<file path="config.mk">
export PLATFORM = sky130hd
export DESIGN_NAME = overwriting_ring_buffer
export DESIGN_NICKNAME = d
export VERILOG_FILES = /design/src/rtl/core/orb_pkg.sv /design/src/rtl/core/overwriting_ring_buffer.sv /design/src/rtl/core/orb_ram.sv /design/src/rtl/core/orb_front.sv /design/src/rtl/core/orb_result_q.sv
export SDC_FILE = /design/constraint.sdc
export NUM_CORES = 1
export LEC_CHECK = 0
export ABC_AREA = 1
export BUFFER_PORTS_ARGS = -buffer_cell sky130_fd_sc_hd__buf_4
export CORE_MARGIN = 2
export CORE_UTILIZATION = 40
export CTS_CLUSTER_SIZE = 8
export DETAILED_ROUTE_END_ITERATION = 10
export PLACE_DENSITY = 0.63
export SLEW_MARGIN = 20
export SYNTH_ARGS = -nofsm -noshare
export SYNTH_HDL_FRONTEND = slang
export SYNTH_SLANG_ARGS = --single-unit
</file>
<file path="constraint.sdc">
create_clock -name clk -period 4.1 [get_ports clk]
set_clock_uncertainty 0.05 [all_clocks]
set_input_delay 0.82 -clock clk [delete_from_list [all_inputs] [get_ports clk]]
set_output_delay 0.82 -clock clk [all_outputs]
set_load 0.005 [all_outputs]
</file>
<file path="src/rtl/core/orb_pkg.sv">
// ----------------------------------------------------------------------------
// orb_pkg: shared types and constants of the overwriting ring buffer
// Command codes, field widths, default sizes and the records that pass
// between the front end and the result queue.
// ----------------------------------------------------------------------------
package orb_pkg;

	localparam int DEPTH_DEF      = 16;
	localparam int DATA_WIDTH_DEF = 32;

	localparam int CMD_W   = 2;
	localparam int VALUE_W = 32;
	localparam int CNT_W   = 5;

	// capacity register value after reset (clamped to DEPTH in the front end)
	localparam int CAP_RESET = 16;

	// result queue between the front end and the output side
	localparam int RQ_DEPTH = 4;
	localparam int RQ_AW    = $clog2(RQ_DEPTH);

	localparam logic [CMD_W-1:0] CMD_PUSH = 2'd0;
	localparam logic [CMD_W-1:0] CMD_POP  = 2'd1;
	localparam logic [CMD_W-1:0] CMD_PEEK = 2'd2;

	// status of one transaction, known at the front end
	typedef struct packed {
		logic             is_read;
		logic             err;
		logic             ovw;
		logic [CNT_W-1:0] count;
		logic             full;
		logic             empty;
	} orb_meta_t;

	// one complete result as it waits in the queue
	typedef struct packed {
		logic [VALUE_W-1:0] data;
		logic               err;
		logic               ovw;
		logic [CNT_W-1:0]   count;
		logic               full;
		logic               empty;
	} orb_res_t;

endpackage

</file>
<file path="src/rtl/core/overwriting_ring_buffer.sv">
// ----------------------------------------------------------------------------
// overwriting_ring_buffer: ring FIFO that overwrites its oldest entry
//
// Input channel: push/full. A transaction carries cmd (push, pop, peek) and
// value; it is taken at a clock edge with push high and full low.
// Result channel: empty/pop. While empty is low the oldest result sits on
// read_data, empty_error, overwrote, entry_count, is_full and is_empty; it
// is taken at an edge with pop high.
// Configuration: cfg_valid/cfg_ready write the capacity in use (always
// ready); a write also empties the ring. Zero acts as one, values above
// DEPTH act as DEPTH.
// Timing: a transaction updates the pointers and reads the RAM at the edge
// that takes it; its result is written to the queue at the next edge and
// only then reaches the result ports. One transaction per cycle is
// sustained while full is low, set by the single RAM access per command.
// Stalls: results wait in a four-entry queue; full rises once four results
// are queued or in flight and the input side then holds.
// Reset: ring empty, capacity 16 (or DEPTH if smaller), no results queued.
// ----------------------------------------------------------------------------
module overwriting_ring_buffer
	import orb_pkg::*;
#(
	parameter int DEPTH      = DEPTH_DEF,
	parameter int DATA_WIDTH = DATA_WIDTH_DEF
) (
	input  logic               clk,
	input  logic               arst_n,
	input  logic               cfg_valid,
	output logic               cfg_ready,
	input  logic [CNT_W-1:0]   cfg_data,
	input  logic               push,
	output logic               full,
	input  logic [CMD_W-1:0]   cmd,
	input  logic [VALUE_W-1:0] value,
	output logic               empty,
	input  logic               pop,
	output logic [VALUE_W-1:0] read_data,
	output logic               empty_error,
	output logic               overwrote,
	output logic [CNT_W-1:0]   entry_count,
	output logic               is_full,
	output logic               is_empty
);

	localparam int SW    = (DATA_WIDTH < VALUE_W) ? DATA_WIDTH : VALUE_W;
	localparam int PTR_W = $clog2(DEPTH);

	logic             acc;
	logic             meta_valid;
	orb_meta_t        meta;
	logic             ram_we, ram_re;
	logic [PTR_W-1:0] ram_waddr, ram_raddr;
	logic [SW-1:0]    ram_wdata, ram_rdata;
	orb_res_t         head;

	assign cfg_ready = 1'b1;
	assign acc       = push && !full;

	orb_front #(
		.DEPTH (DEPTH),
		.SW    (SW)
	) u_front (
		.clk        (clk),
		.arst_n     (arst_n),
		.cfg_we     (cfg_valid && cfg_ready),
		.cfg_data   (cfg_data),
		.acc        (acc),
		.cmd        (cmd),
		.value      (value),
		.meta_valid (meta_valid),
		.meta       (meta),
		.ram_we     (ram_we),
		.ram_waddr  (ram_waddr),
		.ram_wdata  (ram_wdata),
		.ram_re     (ram_re),
		.ram_raddr  (ram_raddr)
	);

	orb_ram #(
		.WIDTH (SW),
		.DEPTH (DEPTH)
	) u_store (
		.clk   (clk),
		.we    (ram_we),
		.waddr (ram_waddr),
		.wdata (ram_wdata),
		.re    (ram_re),
		.raddr (ram_raddr),
		.rdata (ram_rdata)
	);

	orb_result_q #(
		.SW (SW)
	) u_result_q (
		.clk        (clk),
		.arst_n     (arst_n),
		.meta_valid (meta_valid),
		.meta       (meta),
		.ram_rdata  (ram_rdata),
		.pop        (pop),
		.full       (full),
		.empty      (empty),
		.head       (head)
	);

	assign read_data   = head.data;
	assign empty_error = head.err;
	assign overwrote   = head.ovw;
	assign entry_count = head.count;
	assign is_full     = head.full;
	assign is_empty    = head.empty;

endmodule

</file>
<file path="src/rtl/core/orb_ram.sv">
// ----------------------------------------------------------------------------
// orb_ram: generic simple dual-port RAM
// One write port, one read port, registered read data.
// ----------------------------------------------------------------------------
module orb_ram #(
	parameter int WIDTH = 32,
	parameter int DEPTH = 16
) (
	input  logic                     clk,
	input  logic                     we,
	input  logic [$clog2(DEPTH)-1:0] waddr,
	input  logic [WIDTH-1:0]         wdata,
	input  logic                     re,
	input  logic [$clog2(DEPTH)-1:0] raddr,
	output logic [WIDTH-1:0]         rdata
);

	logic [WIDTH-1:0] mem_q [DEPTH];

	always_ff @(posedge clk) begin
		if (we) begin
			mem_q[waddr] <= wdata;
		end
		if (re) begin
			rdata <= mem_q[raddr];
		end
	end

endmodule

</file>
<file path="src/rtl/core/orb_front.sv">
// ----------------------------------------------------------------------------
// orb_front: command decode and ring pointer control
// Accepts a transaction, updates read/write positions and fill count,
// issues the RAM access and produces the status of the transaction.
// ----------------------------------------------------------------------------
module orb_front
	import orb_pkg::*;
#(
	parameter int DEPTH = DEPTH_DEF,
	parameter int SW    = DATA_WIDTH_DEF
) (
	input  logic                     clk,
	input  logic                     arst_n,
	input  logic                     cfg_we,
	input  logic [CNT_W-1:0]         cfg_data,
	input  logic                     acc,
	input  logic [CMD_W-1:0]         cmd,
	input  logic [VALUE_W-1:0]       value,
	output logic                     meta_valid,
	output orb_meta_t                meta,
	output logic                     ram_we,
	output logic [$clog2(DEPTH)-1:0] ram_waddr,
	output logic [SW-1:0]            ram_wdata,
	output logic                     ram_re,
	output logic [$clog2(DEPTH)-1:0] ram_raddr
);

	localparam int PTR_W = $clog2(DEPTH);
	localparam int CW    = (PTR_W > CNT_W) ? PTR_W : CNT_W;
	localparam int CNT_MAX = (1 << CNT_W) - 1;
	localparam logic [CNT_W-1:0] CAP_MAX  = CNT_W'((DEPTH < CNT_MAX) ? DEPTH : CNT_MAX);
	localparam logic [CNT_W-1:0] CAP_INIT = CNT_W'((DEPTH < CAP_RESET) ? DEPTH : CAP_RESET);

	logic [CNT_W-1:0] cap_q;
	logic [PTR_W-1:0] rd_ptr_q, wr_ptr_q;
	logic [CNT_W-1:0] cnt_q;

	logic [PTR_W-1:0] rd_ptr_n, wr_ptr_n;
	logic [CNT_W-1:0] cnt_n;
	logic [CNT_W-1:0] cap_wr;

	// advance a position, wrapping at the capacity in use
	function automatic logic [PTR_W-1:0] next_pos(input logic [PTR_W-1:0] p,
		input logic [CNT_W-1:0] cap);
		logic [CW-1:0] inc;
		inc = CW'(p) + CW'(1);
		return (inc >= CW'(cap)) ? '0 : PTR_W'(inc);
	endfunction

	always_comb begin
		if (cfg_data == '0) begin
			cap_wr = CNT_W'(1);
		end else if (cfg_data > CAP_MAX) begin
			cap_wr = CAP_MAX;
		end else begin
			cap_wr = cfg_data;
		end
	end

	always_comb begin
		rd_ptr_n     = rd_ptr_q;
		wr_ptr_n     = wr_ptr_q;
		cnt_n        = cnt_q;
		meta.is_read = 1'b0;
		meta.err     = 1'b0;
		meta.ovw     = 1'b0;
		ram_we       = 1'b0;
		ram_re       = 1'b0;
		if (acc) begin
			case (cmd)
				CMD_PUSH: begin
					ram_we   = 1'b1;
					wr_ptr_n = next_pos(wr_ptr_q, cap_q);
					if (cnt_q == cap_q) begin
						// ring full: drop the oldest entry
						rd_ptr_n = next_pos(rd_ptr_q, cap_q);
						meta.ovw = 1'b1;
					end else begin
						cnt_n = cnt_q + CNT_W'(1);
					end
				end
				CMD_POP, CMD_PEEK: begin
					if (cnt_q == '0) begin
						meta.err = 1'b1;
					end else begin
						ram_re       = 1'b1;
						meta.is_read = 1'b1;
						if (cmd == CMD_POP) begin
							rd_ptr_n = next_pos(rd_ptr_q, cap_q);
							cnt_n    = cnt_q - CNT_W'(1);
						end
					end
				end
				default: ;
			endcase
		end
		meta.count = cnt_n;
		meta.full  = (cnt_n == cap_q);
		meta.empty = (cnt_n == '0);
	end

	assign meta_valid = acc;
	assign ram_waddr  = wr_ptr_q;
	assign ram_raddr  = rd_ptr_q;
	assign ram_wdata  = value[SW-1:0];

	always_ff @(posedge clk or negedge arst_n) begin
		if (!arst_n) begin
			cap_q    <= CAP_INIT;
			rd_ptr_q <= '0;
			wr_ptr_q <= '0;
			cnt_q    <= '0;
		end else if (cfg_we) begin
			// new capacity empties the ring
			cap_q    <= cap_wr;
			rd_ptr_q <= '0;
			wr_ptr_q <= '0;
			cnt_q    <= '0;
		end else begin
			rd_ptr_q <= rd_ptr_n;
			wr_ptr_q <= wr_ptr_n;
			cnt_q    <= cnt_n;
		end
	end

	a_cnt_le_cap: assert property (@(posedge clk) disable iff (!arst_n)
		cnt_q <= cap_q)
		else $error("fill count above capacity");

	a_ptr_in_ring: assert property (@(posedge clk) disable iff (!arst_n)
		(CW'(rd_ptr_q) < CW'(cap_q)) && (CW'(wr_ptr_q) < CW'(cap_q)))
		else $error("ring position outside capacity");

	a_ovw_keeps_full: assert property (@(posedge clk) disable iff (!arst_n)
		(acc && !cfg_we && meta.ovw) |=> (cnt_q == cap_q) && (rd_ptr_q == wr_ptr_q))
		else $error("overwrite left ring inconsistent");

endmodule

</file>
<file path="src/rtl/core/orb_result_q.sv">
// ----------------------------------------------------------------------------
// orb_result_q: read data alignment and result queue
// Pairs the registered RAM read data with the transaction status and holds
// finished results until the consumer pops them.
// ----------------------------------------------------------------------------
module orb_result_q
	import orb_pkg::*;
#(
	parameter int SW = DATA_WIDTH_DEF
) (
	input  logic          clk,
	input  logic          arst_n,
	input  logic          meta_valid,
	input  orb_meta_t     meta,
	input  logic [SW-1:0] ram_rdata,
	input  logic          pop,
	output logic          full,
	output logic          empty,
	output orb_res_t      head
);

	logic             valid_s1;
	orb_meta_t        meta_s1;
	orb_res_t         res_s1;
	orb_res_t         entry_q [RQ_DEPTH];
	logic [RQ_AW-1:0] head_q, tail_q;
	logic [RQ_AW:0]   qcnt_q;
	logic [RQ_AW:0]   occ;
	logic             deq;

	always_comb begin
		res_s1.data  = meta_s1.is_read ? VALUE_W'(ram_rdata) : '0;
		res_s1.err   = meta_s1.err;
		res_s1.ovw   = meta_s1.ovw;
		res_s1.count = meta_s1.count;
		res_s1.full  = meta_s1.full;
		res_s1.empty = meta_s1.empty;
	end

	// room is counted for the transaction still in flight
	assign occ   = qcnt_q + (RQ_AW+1)'(valid_s1);
	assign full  = (occ >= (RQ_AW+1)'(RQ_DEPTH));
	assign empty = (qcnt_q == '0);
	assign deq   = pop && !empty;
	assign head  = entry_q[head_q];

	always_ff @(posedge clk) begin
		meta_s1 <= meta;
		if (valid_s1) begin
			entry_q[tail_q] <= res_s1;
		end
	end

	always_ff @(posedge clk or negedge arst_n) begin
		if (!arst_n) begin
			valid_s1 <= 1'b0;
			head_q   <= '0;
			tail_q   <= '0;
			qcnt_q   <= '0;
		end else begin
			valid_s1 <= meta_valid;
			if (valid_s1) begin
				tail_q <= tail_q + RQ_AW'(1);
			end
			if (deq) begin
				head_q <= head_q + RQ_AW'(1);
			end
			case ({valid_s1, deq})
				2'b10:   qcnt_q <= qcnt_q + (RQ_AW+1)'(1);
				2'b01:   qcnt_q <= qcnt_q - (RQ_AW+1)'(1);
				default: ;
			endcase
		end
	end

	a_no_overflow: assert property (@(posedge clk) disable iff (!arst_n)
		valid_s1 |-> (qcnt_q < (RQ_AW+1)'(RQ_DEPTH)))
		else $error("result queue overflow");

	a_pop_drains: assert property (@(posedge clk) disable iff (!arst_n)
		(deq && !valid_s1) |=> (qcnt_q == $past(qcnt_q) - (RQ_AW+1)'(1)))
		else $error("pop did not remove a result");

	a_flight_to_queue: assert property (@(posedge clk) disable iff (!arst_n)
		(meta_valid && qcnt_q == '0 && !valid_s1) |=> ##1 !empty)
		else $error("accepted transaction did not reach the queue");

endmodule

</file>
# Word-level counts from Yosys, hierarchy flattened
# Memories as Yosys holds them, arrays and structs flattened. A register that Yosys moved wholly into a read port is not among the register bits.
# Index checks and enable logic that the tools add are counted.
op_classes:
  addsub: 9
  magnitude_cmp: 4
  eq_ne: 9
  n_mux: 32
  reduce_logical: 18
ops:
  columns: ["operator", "count"]
  rows:
  - ["$mux W4", 10]
  - ["$mux W5", 7]
  - ["$mux W32", 1]
  - ["$logic_not A5 Y1", 3]
  - ["$mux W1", 11]
  - ["$add A4 B1 Y5 const B", 2]
  - ["$eq A5 B5 Y1", 2]
  - ["$ge A5 B5 Y1", 2]
  - ["$pmux W5 S2", 1]
  - ["$pmux W4 S2", 1]
  - ["$ne A3 B2 Y1 const B", 2]
  - ["$pmux W3 S2", 1]
  - ["$reduce_and A2 Y1", 3]
  - ["$reduce_bool A2 Y1", 3]
  - ["$add A5 B1 Y5 const B", 1]
  - ["$gt A5 B5 Y1 const B", 1]
  - ["$reduce_and A5 Y1", 1]
  - ["$sub A5 B1 Y5 const B", 1]
  - ["$add A2 B1 Y2 const B", 2]
  - ["$eq A2 B1 Y1 const B", 2]
  - ["$eq A2 B2 Y1 const B", 2]
  - ["$add A3 B1 Y3", 1]
  - ["$add A3 B1 Y3 const B", 1]
  - ["$ge A3 B3 Y1 const B", 1]
  - ["other kinds (8)", 10]
word_totals:
  ff_bits: 36
  mem_bits_rw: 676
  in_bits: 44
  output_inout_bits: 44
  word_cells: 88
  n_memories: 2
mem_list:
  columns: ["name", "depth", "word_bits", "rd", "rd_ports_with_merged_regs", "write_ports", "line", "text"]
  rows:
  - ["u_store.mem_q", 16, 32, 1, 1, 1, "orb_ram.sv:18", "logic [WIDTH-1:0] mem_q [DEPTH];"]
  - ["u_result_q.entry_q", 4, 41, 1, 0, 1, "orb_result_q.sv:25", "orb_res_t entry_q [RQ_DEPTH];"]

# Longest topological paths before layout
# Gate-level depths: netlist of the first run.
depth:
  ltp_word: 8
  mapped_depth: 16
  depth_no_buf: 15

# Modules after synthesis
# Synthesis of the first run repeated with hierarchy kept, for this count alone.
unflattened:
  cells_unflattened: 3010
  area_unflattened_um2: 32931.6
modules_own_cells:
  columns: ["module", "instances", "cells_per_inst", "area_each_um2", "seq_area_each_um2"]
  rows:
  - ["orb_ram", 1, 2120, 23050.9, 16335.7]
  - ["orb_result_q", 1, 616, 7958.9, 5325.1]
  - ["orb_front", 1, 270, 1900.6, 451.7]
  - ["overwriting_ring_buffer", 1, 4, 21.3, 0.0]

# Worst setup path after synthesis of the first run
# Ideal clock, no wire load.
synth_timing:
  kind: "in2reg"
  startpoint: "input port cmd[1]"
  endpoint: "memory u_store.mem_q[0][0], enable pin"
  setup_ns: 0.421
  arrival_time_ns: 2.930
  required_time_ns: 3.629
  slack_ns: 0.699
  path_stages: 7
  path_buffers: 1
  cell_sequence: "inv_1 > ha_1 > clkbuf_8 > nand2_1 > inv_1 > nand2_1 > nor2_1"
synth_via:
  elab_chain_len: 5
synth_lines:
  columns: ["element", "line", "text"]
  rows:
  - ["from (decl)", "overwriting_ring_buffer.sv:33", "input logic [CMD_W-1:0] cmd,"]
  - ["$logic_not A2 Y1", "orb_front.sv:70", "case (cmd)"]
  - ["$mux W1", "orb_front.sv:70", null]
  - ["$mux W1", "orb_front.sv:69", "if (acc) begin"]
  - ["$mux W1", "orb_ram.sv:21", "if (we) begin"]
  - ["$mux W1 (implied by the code)", "orb_ram.sv:22", "mem_q[waddr] <= wdata;"]
  - ["to (decl)", "orb_ram.sv:18", null]
# Every way passes these cells.

# Worst setup path in the final report of the first run
layout_timing:
  startpoint: "register u_result_q.head_q[1]"
  endpoint: "output port is_full"
layout_via:
  elab_chain_len: 1
layout_lines:
  columns: ["element", "line", "text"]
  rows:
  - ["from (decl)", "orb_result_q.sv:26", "logic [RQ_AW-1:0] head_q, tail_q;"]
  - ["from (signal assigned)", "orb_result_q.sv:66", "head_q <= head_q + RQ_AW'(1);"]
  - ["$mem_v2 Z4 W41", null, null]
  - ["to (decl)", "overwriting_ring_buffer.sv:41", "output logic is_full,"]
# Every way passes these cells.

==> results of run 1 <==
cell families (layout without fill, tap and decap cells):
kind of cell	count (synthesis)	count (layout)	share of synthesized area (%)
flops	744	744	74.66
simple gates	570	570	7.798
compound gates	454	454	9.906
buf+inv	228	366	3.143
mux	88	88	2.974
fa+ha+maj	26	26	1.124
xor+xnor	13	13	0.3844
other cells	1	2	0.01266
registers in the layout, summed over array words and instances (netlist names):
name	flops
u_store.mem_q	512
u_result_q.entry_q	164
u_store.rdata	32
u_result_q.meta_s1	10
u_front.cap_q	5
u_front.cnt_q	5
u_front.ram_raddr	4
u_front.ram_waddr	4
u_result_q.qcnt_q	3
u_result_q.head_q	2
u_result_q.tail_q	2
u_result_q.valid_s1	1
where the power goes:
part | leakage [nW] | internal, W | switching [W]
registers | 6.97 | 0.00869 | 0.000208
clock network | 1.36 | 0.00450 | 0.00297
logic | 3.34 | 0.00106 | 0.00173
total | 11.7 | 0.0143 | 0.00491
worst max path at each step:
stage                               from               endpoint  slack [ns]  cells after the start
finish              u_result_q.head_q[1]                is_full        0.58                      4
global placement                  cmd[1]  u_store.mem_q[13][15]        0.75                      8
floorplan                         cmd[1]    u_store.mem_q[0][0]        0.70                      7
CTS                 u_result_q.head_q[1]                is_full        0.50                      4
global route        u_result_q.head_q[1]              overwrote        0.44                      5
detailed placement                cmd[1]  u_store.mem_q[13][15]        0.69                      8
per-layer routing:
| metal | vias to the layer above | track usage, % | part of all wire, % |
|---|---|---|---|
| met5 | - | 0 | 0 |
| met4 | 0 | 5.016 | 2.1 |
| met3 | 105 | 3.025 | 6.5 |
| met2 | 649 | 28.83 | 48 |
| met1 | 8836 | 24.89 | 44 |
| li1 | 8134 | - | - |
synthesized netlist by cell type, types with 2 or more instances:
master / number / area share (%)
edfxtp_1: 708 / 72
nor2_1: 336 / 4.3
o21ai_0: 221 / 3.7
nand2_1: 152 / 1.9
clkbuf_1: 100 / 1.3
inv_1: 88 / 1.1
mux2i_1: 88 / 3.0
o221ai_1: 88 / 2.6
nand3_1: 49 / 0.83
o22ai_1: 49 / 1.0
o211ai_1: 39 / 0.99
o32ai_1: 39 / 1.2
dfrtp_1: 25 / 2.1
ha_1: 25 / 1.1
buf_2: 19 / 0.32
a21oi_1: 10 / 0.17
dfxtp_1: 10 / 0.68
nand4_1: 10 / 0.21
xor2_1: 10 / 0.30
nand2_2: 9 / 0.19
buf_4: 7 / 0.18
inv_2: 6 / 0.076
nor2_2: 5 / 0.11
nand3_2: 4 / 0.14
buf_1: 3 / 0.038
xnor2_1: 3 / 0.089
buf_6: 2 / 0.076
clkinv_1: 2 / 0.025
nor3_1: 2 / 0.034
o21a_1: 2 / 0.051
critical path: stages (launching register included):
cell and delay [ns]:
dfrtp_1 1.06, buf_4 0.35, o21ai_0 0.11, o22ai_1 0.30, buf_4 0.17
area by class of cell:
type / count / share of cell area [%]
clock inverter: 8 / 0.4117
sequential: 744 / 64.43
clock buffer: 127 / 7.768
inverter: 96 / 1.057
tap: 959 / 3.494
timing repair buffer: 135 / 3.316
multi-input combinational: 1152 / 19.52
antenna: 1 / 0.007287
metrics by stage:
step / worst slack (ns) / utilization, % / total power [W] / hold slack [ns] / area (sq um)
2_1_floorplan: 0.6989 / - / 0.01058 / 0.3883 / 29620
3_3_place_gp: 0.7488 / 43.14 / 0.01180 / 0.3991 / 31530
3_5_place_dp: 0.6910 / 43.14 / 0.01187 / 0.4188 / 31530
4_1_cts: 0.5021 / 46.99 / 0.01935 / 0.01580 / 34340
5_1_grt: 0.4430 / 46.99 / 0.01993 / 0.03734 / 34340
6_report: 0.5799 / 46.99 / 0.01916 / 0.04105 / 34340
==> impl_metrics.yaml, run 1 <==
placement:
  hpwl_mm: 40.35
  place.gp.congestion: 0.8328
  portBuffers: 86
  dp_cells: 3086
drt:
  drcViolationCount: 0
  wl_mm: 68.86
  dr.pass1.iters: 6
  drt-initial-drc-count: 2138
  vias_per_cell: 5.501
  postRouteAntennaNets: 0
  wl_per_cell_um: 21.37
  num_vias: 17720
yosys:
  avgSynthCellArea_sq_um: 13.94
  synth-seq-cells: 744
  ys_types: 43
  synthCells: 2124
  yosys_warnings: 0
  synth_edf_count: 708
  syn_nets: 2194
  synth-async-reset-ratio_pct: 3.495
  syn_area_sq_um: 29620
  ys.flop_type: "edfxtp_1"
  seq_area_frac_synth_pct: 74.66
grt:
  antenna_found_initial: 2
  grt_pass1_wl_mm: 104.9
  grt_max_degree: 130
  overflow: 0
  grt_usage_pct: 17.82
  first_global_vias: 17380
die:
  std_cell_rows: 99
  die_y_um: 276.1
  die_w_um: 276.1
  start_util_pct: 40.53
  dieArea_sq_um: 76240
  io_pins: 88
  coreArea_sq_um: 73080
clock_network:
  cts_root_buf: "clkbuf_16"
  cts_buffers: 103
  clk_path_buf_depth: 3
  tritoncts: "done"
  postCtsSetupBuffers: 0
  cts.repair.resized: 0
  cts.clk_slew.worst_paths_ns: 0.05
  cts_hold_buf: 0
  clk_latency_ns: 0.66
  h-tree-depth: 3
  cts.sinks: 744
critical_path:
  start_kind: "flop"
  cp.required_ns: 3.23
  arrival_ns: 2.65
  path_class: "reg -> out"
  reg2reg_setup_slack_ns: 1.15
  reg2reg_depth: 9
  worstPathMaxFanout: 30
  rr_startpoint: "u_result_q.valid_s1"
  cp-end-kind: "primary output"
  r2r-end: "u_store.mem_q[13][29]"
worst_hold_path:
  min_path_type: "in -> async"
cells_and_area:
  instances_no_fill: 3222
  drive_above_1_share_pct: 13.13
  seq_area_sq_um: 22130
  fillers: 6204
  multiInputGateArea_sq_um: 6703
  mostFrequentLayoutCells: "708 x edfxtp_1, 319 x nor2_1, 221 x o21ai_0, 152 x nand2_1, 125 x buf_4"
  final_common_cell: "edfxtp_1"
  area_growth_pct: 15.94
  nNetsFinal: 2302
sta:
  tns_ns: 0
  grt_setup_unrepaired: "false"
  max_freq_mhz: 284.1
  drv_slew: 0
  finalHoldViolations: 0
  worst_pin_slew_ns: 1.099
  relSlewSlack_pct: 26.71
  setup_viol: 0
  fin_crit_sh_pct: 85.86
  period_needed_ns: 3.520
outcome:
  outcome: "complete, no violations"
power:
  vdd_drop_max_uv: 381.5
  power_leakage_nw: 11.67
  power.density_nw_per_um2: 557.9
flow_run:
  drv_cap: 0
Note: power is estimated with default switching activity, not from simulation.
==> run 2, diff against run 1 <==
--- a/config.mk
+++ b/config.mk
@@ -8,10 +8,10 @@
 export ABC_AREA = 1
 export BUFFER_PORTS_ARGS = -buffer_cell sky130_fd_sc_hd__buf_4
 export CORE_MARGIN = 2
-export CORE_UTILIZATION = 40
+export CORE_UTILIZATION = 55
 export CTS_CLUSTER_SIZE = 8
 export DETAILED_ROUTE_END_ITERATION = 10
-export PLACE_DENSITY = 0.63
+export PLACE_DENSITY = 0.8
 export SLEW_MARGIN = 20
 export SYNTH_ARGS = -nofsm -noshare
 export SYNTH_HDL_FRONTEND = slang
==> constraint.sdc (replaced) <==
create_clock -name clk -period 3.9 [get_ports clk]
set_clock_uncertainty 0.05 [all_clocks]
set_input_delay 0.78 -clock clk [delete_from_list [all_inputs] [get_ports clk]]
set_output_delay 0.78 -clock clk [all_outputs]
set_load 0.005 [all_outputs]
==> impl_metrics.yaml, run 2 (synthesis results as in run 1) <==
sta:
  max_freq_mhz: 312.8
  setup_viol: 0
  fin_crit_sh_pct: 81.98
  drv_slew: 0
  relSlewSlack_pct: 31.84
  grt_setup_unrepaired: "false"
  worst_pin_slew_ns: 1.021
  tns_ns: 0
  finalHoldViolations: 0
  period_needed_ns: 3.197
drt:
  num_vias: 18570
  drcViolationCount: 0
  wl_mm: 71.45
  postRouteAntennaNets: 0
  drt-initial-drc-count: 2661
  vias_per_cell: 6.300
  wl_per_cell_um: 24.24
  dr.pass1.iters: 6
clock_network:
  clk_path_buf_depth: 3
  h-tree-depth: 3
  cts.sinks: 744
  tritoncts: "done"
  cts.clk_slew.worst_paths_ns: 0.06
  cts_buffers: 103
  clk_latency_ns: 0.64
  cts_root_buf: "clkbuf_16"
  cts.repair.resized: 0
cells_and_area:
  nNetsFinal: 2297
  instances_no_fill: 2947
  drive_above_1_share_pct: 13.02
  top_regs: "u_store.mem_q (512), u_result_q.entry_q (164), u_store.rdata (32)"
  final_area_sq_um: 34060
  largest_reg_flops: 512
  mostFrequentLayoutCells: "708 x edfxtp_1, 319 x nor2_1, 221 x o21ai_0, 152 x nand2_1, 110 x buf_4"
  area_growth_pct: 14.99
  antenna_cells: 0
  final_common_cell: "edfxtp_1"
  regMostFlops: "u_store.mem_q"
outcome:
  outcome: "complete, no violations"
critical_path:
  crit_slowest_cell: "buf_4"
  path_class: "reg -> out"
  cpPeakStageDelay_ns: 0.63
  reg2reg_depth: 9
  worstPathMaxFanout: 84
  start_kind: "flop"
  cp-end-kind: "primary output"
  crit_chain: "buf_4, o21ai_0, o22ai_1, buf_4"
  r2r-end: "u_store.mem_q[4][6]"
  cp.required_ns: 3.07
  rr_startpoint: "u_result_q.valid_s1"
  cp_common_cell: "buf_4"
  reg2reg_setup_slack_ns: 0.92
  arrival_ns: 2.37
placement:
  place.gp.congestion: 0.9008
  dp_cells: 2816
  postPlaceCellArea_sq_um: 31250
  portBuffers: 86
  hpwl_mm: 41.98
grt:
  first_global_vias: 18160
  grt_max_degree: 164
  antenna_found_initial: 1
  grt_usage_pct: 25.75
  grt_pass1_wl_mm: 109.1
  overflow: 0
die:
  std_cell_rows: 85
  start_util_pct: 55.37
  die_y_um: 236.1
  coreArea_sq_um: 53500
  io_pins: 88
  die_w_um: 236.1
  dieArea_sq_um: 55720
power:
  power.density_nw_per_um2: 593.6
  power_leakage_nw: 11.68
  finalPower_w: 0.02022
  vdd_drop_max_uv: 431.9
worst_hold_path:
  holdPathEnd: "u_front.cap_q[0]"
  min_path_type: "in -> reg"
  min_path_cells: 3
  hp-start: "cfg_data[0]"
flow_run:
  drv_cap: 0
[run 2: cell types whose count changed in the layout (fill, tap and decap cells not counted), moves of 2 or more]
cell | before | now
clkinv_1 | 4 | 1
clkbuf_1 | 24 | 17
inv_1 | 86 | 88
buf_4 | 125 | 110
buf_12 | 10 | 18
clkinv_16 | 2 | 0
[run 2: per-stage QoR]
step / utilization [%] / worst slack (ns) / hold slack [ns]
final: 63.67 / 0.7029 / 0.3599
after global routing: 63.67 / 0.5986 / 0.3849
after CTS: 63.61 / 0.6987 / 0.3481
after detailed placement: 58.41 / 0.7288 / 0.4156
after global placement: 58.41 / 0.7920 / 0.3954
after floorplan: - / 0.5389 / 0.3883
[run 2: area by class of cell]
class | instances | area [sq um]
Timing Repair Buffer | 130 | 1224
Clock inverter | 7 | 91.34
Clock buffer | 122 | 2680
Multi-Input combinational cell | 1152 | 6703
Sequential cell | 744 | 22130
Inverter | 96 | 364.1
Tap cell | 696 | 870.8
Fill cell | 3644 | 19440
[run 2: metal layers]
layer	up-vias	routed length (um)	share of wire, %	global-route usage, %
li1	8130	-	-	-
met1	9101	27590	39	35.51
met2	1180	34570	48	41.60
met3	153	7460	10	5.020
met4	2	1819	2.5	8.473
met5	-	13	0.018	0
[run 2: power breakdown]
group	internal [W]	total (W)	switching, W
clock	0.00475	0.00787	0.00312
combinational	0.00112	0.00305	0.00193
sequential	0.00914	0.00929	0.000152
[run 2: critical path, delay by kind of cell, from the launching register on]
| kind | cells | cell delay, ns |
|---|---|---|
| buf+inv | 2 | 0.80 |
| flops | 1 | 0.36 |
| compound gates | 2 | 0.53 |
[run 2: worst max path at each step]
stage	startpoint	to	slack, ns	cells after the start
floorplan	cmd[1]	u_store.mem_q[0][0]	0.54	7
global placement	cmd[1]	u_store.mem_q[5][8]	0.79	9
detailed placement	cmd[1]	u_store.mem_q[5][1]	0.73	9
CTS	u_result_q.head_q[0]	read_data[15]	0.70	4
global route	u_result_q.head_q[0]	read_data[12]	0.60	4
finish	u_result_q.head_q[0]	read_data[15]	0.70	4
[run 2: repair_timing]
item	4_1_cts	5_1_grt
hold buffers	1	0
hold endpoints to repair	1	0
setup buffers	0	0
